`src/hw/rtl/ssid_pkg.sv`:
```
// shared types and constants for the sorted set block
`timescale 1ns / 1ps

package ssid_pkg;

    localparam int CAPACITY = 16;
    localparam int CNT_W    = $clog2(CAPACITY + 1);
    localparam int IDX_W    = $clog2(CAPACITY);
    localparam int VALUE_W  = 32;
    localparam int COUNT_W  = 5;

    typedef enum logic [1:0] {
        MODE_INSERT   = 2'd0,
        MODE_DELETE   = 2'd1,
        MODE_DUMP_ASC = 2'd2,
        MODE_DUMP_DSC = 2'd3
    } mode_t;

    typedef enum logic [2:0] {
        STAT_INSERTED  = 3'd0,
        STAT_DUPLICATE = 3'd1,
        STAT_DELETED   = 3'd2,
        STAT_NOT_FOUND = 3'd3,
        STAT_EMPTY     = 3'd4,
        STAT_FULL      = 3'd5,
        STAT_ENTRY     = 3'd6
    } status_t;

    typedef enum logic [1:0] {
        OP_HOLD,
        OP_INSERT,
        OP_DELETE
    } cell_op_t;

    typedef enum logic {
        S_IDLE,
        S_DUMP
    } state_t;

    // per-cell flags handed to the neighbors
    typedef struct packed {
        logic valid;
        logic lt;
        logic match;
    } cell_flags_t;

    // summary of the whole row
    typedef struct packed {
        logic found;
        logic full;
    } chain_stat_t;

endpackage

```
`src/hw/rtl/ssid_cell.sv`:
```
// one cell of the sorted row: holds an entry and its valid bit
`timescale 1ns / 1ps

module ssid_cell
    import ssid_pkg::*;
(
    input  logic                       clk,
    input  logic                       rst_n,
    input  cell_op_t                   op,
    input  logic signed [VALUE_W-1:0]  val,
    input  logic                       found,
    input  logic signed [VALUE_W-1:0]  left_entry,
    input  cell_flags_t                left_flags,
    input  logic signed [VALUE_W-1:0]  right_entry,
    input  cell_flags_t                right_flags,
    output logic signed [VALUE_W-1:0]  entry,
    output cell_flags_t                flags
);

    logic signed [VALUE_W-1:0] entry_reg;
    logic signed [VALUE_W-1:0] entry_next;
    logic                      valid_reg;
    logic                      valid_next;

    // local compare against the requested value
    always_comb
    begin
        flags.valid = valid_reg;
        flags.lt    = valid_reg && (entry_reg < val);
        flags.match = valid_reg && (entry_reg == val);
    end

    assign entry = entry_reg;

    // shift right on insert, shift left on delete
    always_comb
    begin
        entry_next = entry_reg;
        valid_next = valid_reg;
        case (op)
            OP_INSERT:
            begin
                if (!flags.lt)
                begin
                    valid_next = left_flags.valid;
                    entry_next = left_flags.lt ? val : left_entry;
                end
            end
            OP_DELETE:
            begin
                if (found && valid_reg && !flags.lt)
                begin
                    valid_next = right_flags.valid;
                    entry_next = right_entry;
                end
            end
            default:
            begin
                entry_next = entry_reg;
                valid_next = valid_reg;
            end
        endcase
    end

    // valid bit
    always_ff @(posedge clk or negedge rst_n)
    begin
        if (!rst_n)
        begin
            valid_reg <= 1'b0;
        end
        else
        begin
            valid_reg <= valid_next;
        end
    end

    // entry payload
    always_ff @(posedge clk)
    begin
        entry_reg <= entry_next;
    end

endmodule

```
`config.mk`:
```
export PLATFORM = sky130hd
export DESIGN_NAME = ssid_cell
export DESIGN_NICKNAME = d
export VERILOG_FILES = /design/src/hw/rtl/ssid_pkg.sv /design/src/hw/rtl/ssid_cell.sv
export SDC_FILE = /design/constraint.sdc
export NUM_CORES = 1
export LEC_CHECK = 0
export BUFFER_PORTS_ARGS = -buffer_cell sky130_fd_sc_hd__buf_2
export CAP_MARGIN = 20
export CORE_ASPECT_RATIO = 0.75
export CORE_UTILIZATION = 35
export CTS_BUF_LIST = sky130_fd_sc_hd__clkbuf_16
export DETAILED_ROUTE_END_ITERATION = 6
export PLACE_DENSITY = 0.68
export RECOVER_POWER = 50
export SYNTH_ARGS = -nofsm -noshare
export SYNTH_HDL_FRONTEND = slang
export SYNTH_SLANG_ARGS = --single-unit
```
`constraint.sdc`:
```
create_clock -name clk -period 4.2 [get_ports clk]
set_input_delay 1.05 -clock clk [delete_from_list [all_inputs] [get_ports clk]]
set_output_delay 1.05 -clock clk [all_outputs]
set_load 0.01 [all_outputs]
```
==> metrics <==
outcome complete, but fails checks; failing checks max-capacitance violations, max-slew violations; Main synth FF type edfxtp_1; Critical Path Start Type input pin; clk buf depth 2; Final HPWL DP approximately 5300 um; row count 26; Lkg Pwr roughly 1.7 nW; Worst-Skew Late Latency around 0.27 ns; post-route clock skew between 0.003 and 0.004 ns; postcts setup bufs 0; period utilisation layout ~91%; EDFF count, synth 32; IO Count between 100 and 150; Crit Path Max Fanout 6; max_slew headroom -57.1%; CTS Sinks 33; DRC viols 0; CP max-delay cell ha_1; pin count of the biggest net entering global routing 65; R2R setup slack between 1.5 and 2 ns; WP data required approximately 3.2 ns; die footprint ~7700 sq um; Post-Syn Instances roughly 280; routed vias approximately 2.4k; max reg flops 32; Hold WC Path Type in -> async; total track usage about 17%; # diodes 0; fin crit period between 3 and 4 ns; maximum clock rate around 260 MHz; area delta synth->final 34.5%; area leader, netlist edfxtp_1; first-pass GRT wire length roughly 11000 um; Starting Density between 30 and 40%; Routed WL approximately 6500 um; synthesized area roughly 2600 sq um; Synth top cells by count nand2_1 (46), o21ai_0 (37), inv_1 (34); drt pass-1 iters 4; fin util around half; Buf/Inv on CP 3; initial antenna violation count 0; CP most frequent cell buf_2; Congestion Overflow GR 0; post-CTS resize count 0; critical path's top delay family simple AND/OR/NAND/NOR gates; drt wl/cell approximately 13 um; Max Slew Vio Count 33; Core Region 6960 sq um; Synth top area share around 37%; syn_area_per_cell 9.24 sq um; YS warnings 0; CTS Buf Count 5; crit path cell chain buf_2 -> inv_1 -> ha_1 -> nand4_2 -> nor3_2 -> nand2_1 -> or3_1 -> o21ai_2 -> o21ai_0 -> buf_2; Hold-fix buffers, CTS 0; Slew @ Worst Pin ~2.4 ns; Die H 76.2 um; Critical Path Sink Type output port; clock root buffer master clkbuf_16; most frequent cell after synthesis nand2_1; Yosys reg bits 33; Final Hold Viols 0; final RePlAce weighted congestion between 0.7 and 0.8; RSZ-0062 raised after global routing false; CTS clk-pin slew, worst paths around 0.050 ns; post-synthesis sequential area ratio a little under two fifths; async set-reset flop share out of synthesis 3.03%; Synth area leaders edfxtp_1 (37%), ha_1 (16%), mux2i_1 (12%); VDD IR max approximately 0.18 mV; Arr. time, crit path approximately 2.8 ns; DRT iter0 DRCs between 40 and 50; # H-tree levels 2; number of global-route vias before repair approximately 2.4k; library cells used by synthesis 33; Port Buffers about 140; Final Setup Violations 0; TNS Setup 0 ns; max_cap viols 1; CTS tree yes; Syn Nets 417; Via density between 4 and 5; CP Class in -> out; fin nets 553; critical path's largest stage delay 0.37 ns; fraction of layout cells with a size suffix above 1 28.2%; Horiz. Die Dim roughly 100 um; Detail Route Antenna Nets 0; pwr/cell area ~310 nW/um^2
[report_power, final]
group / internal [mW] / switching, mW
clock: 0.214 / 0.127
sequential: 0.416 / 0.0256
combinational: 0.132 / 0.167
[through the flow]
step | cells | setup WS (ns) | hold WS [ns] | instance area (sq um) | power [mW]
floorplan | 278 | 0.774 | 0.670 | 2570 | 0.623
global placement | 505 | 0.356 | 0.738 | 3360 | 0.748
detailed placement | 505 | 0.351 | 0.755 | 3360 | 0.757
CTS | 513 | 0.346 | 0.535 | 3500 | 1.11
global route | 513 | 0.213 | 0.534 | 3460 | 1.15
finish | 513 | 0.397 | 0.542 | 3460 | 1.08
[path summary, 6_finish.rpt]
kind / startpoint / endpoint / depth (start not counted)
max in group asynchronous: rst_n / valid_reg$_DFFE_PN0P_ / 1
hold / removal: rst_n / valid_reg$_DFFE_PN0P_ / 1
hold reg to reg: valid_reg$_DFFE_PN0P_ / valid_reg$_DFFE_PN0P_ / 2
setup reg to reg: entry[31]$_DFFE_PP_ / entry[14]$_DFFE_PP_ / 8
min in group clk: valid_reg$_DFFE_PN0P_ / valid_reg$_DFFE_PN0P_ / 2
setup / recovery: val[31] / flags[1] / 10
[cell type report]
cell class	count	area (sq um)
Clock buffer	5	125
Clock inverter	3	12.5
Tap cell	98	123
Sequential cell	33	986
Timing Repair Buffer	141	671
Multi-Input combinational cell	199	1410
Inverter	34	128
Fill cell	742	3510
[logic make-up (layout without fill, tap and decap cells)]
group,Yosys count,count (layout),share of synthesized area [%]
compound gates,60,60,12.7
buf+inv,46,183,7.01
simple gates,75,75,13.9
mux,32,32,12.5
fa+ha+maj,32,32,15.6
flops,33,33,38.4
[placed cells by master, fill, tap and decap left out, types with 3 or more instances in the layout]
cell type  instances
nand3_1            6
buf_2            104
a21oi_1           14
nand4_1            4
inv_1             34
clkbuf_1          34
nor2_1             3
o21ai_0           37
nand2_1           46
edfxtp_1          32
clkbuf_16          5
mux2i_1           32
buf_4              3
ha_1              32
and4_1             3
[routing by layer]
| layer | global-route usage (%) | vias to the layer above | part of all wire, % | wire [um] |
|---|---|---|---|---|
| li1 | - | 1261 | - | - |
| met3 | 4.22 | 2 | 5.8 | 377 |
| met4 | 3.48 | 0 | 0.55 | 36 |
| met5 | 0 | - | 0 | 0 |
| met1 | 23.1 | 1092 | 48 | 3110 |
| met2 | 28.9 | 70 | 46 | 2970 |
Note: power is estimated with default switching activity, not from simulation.
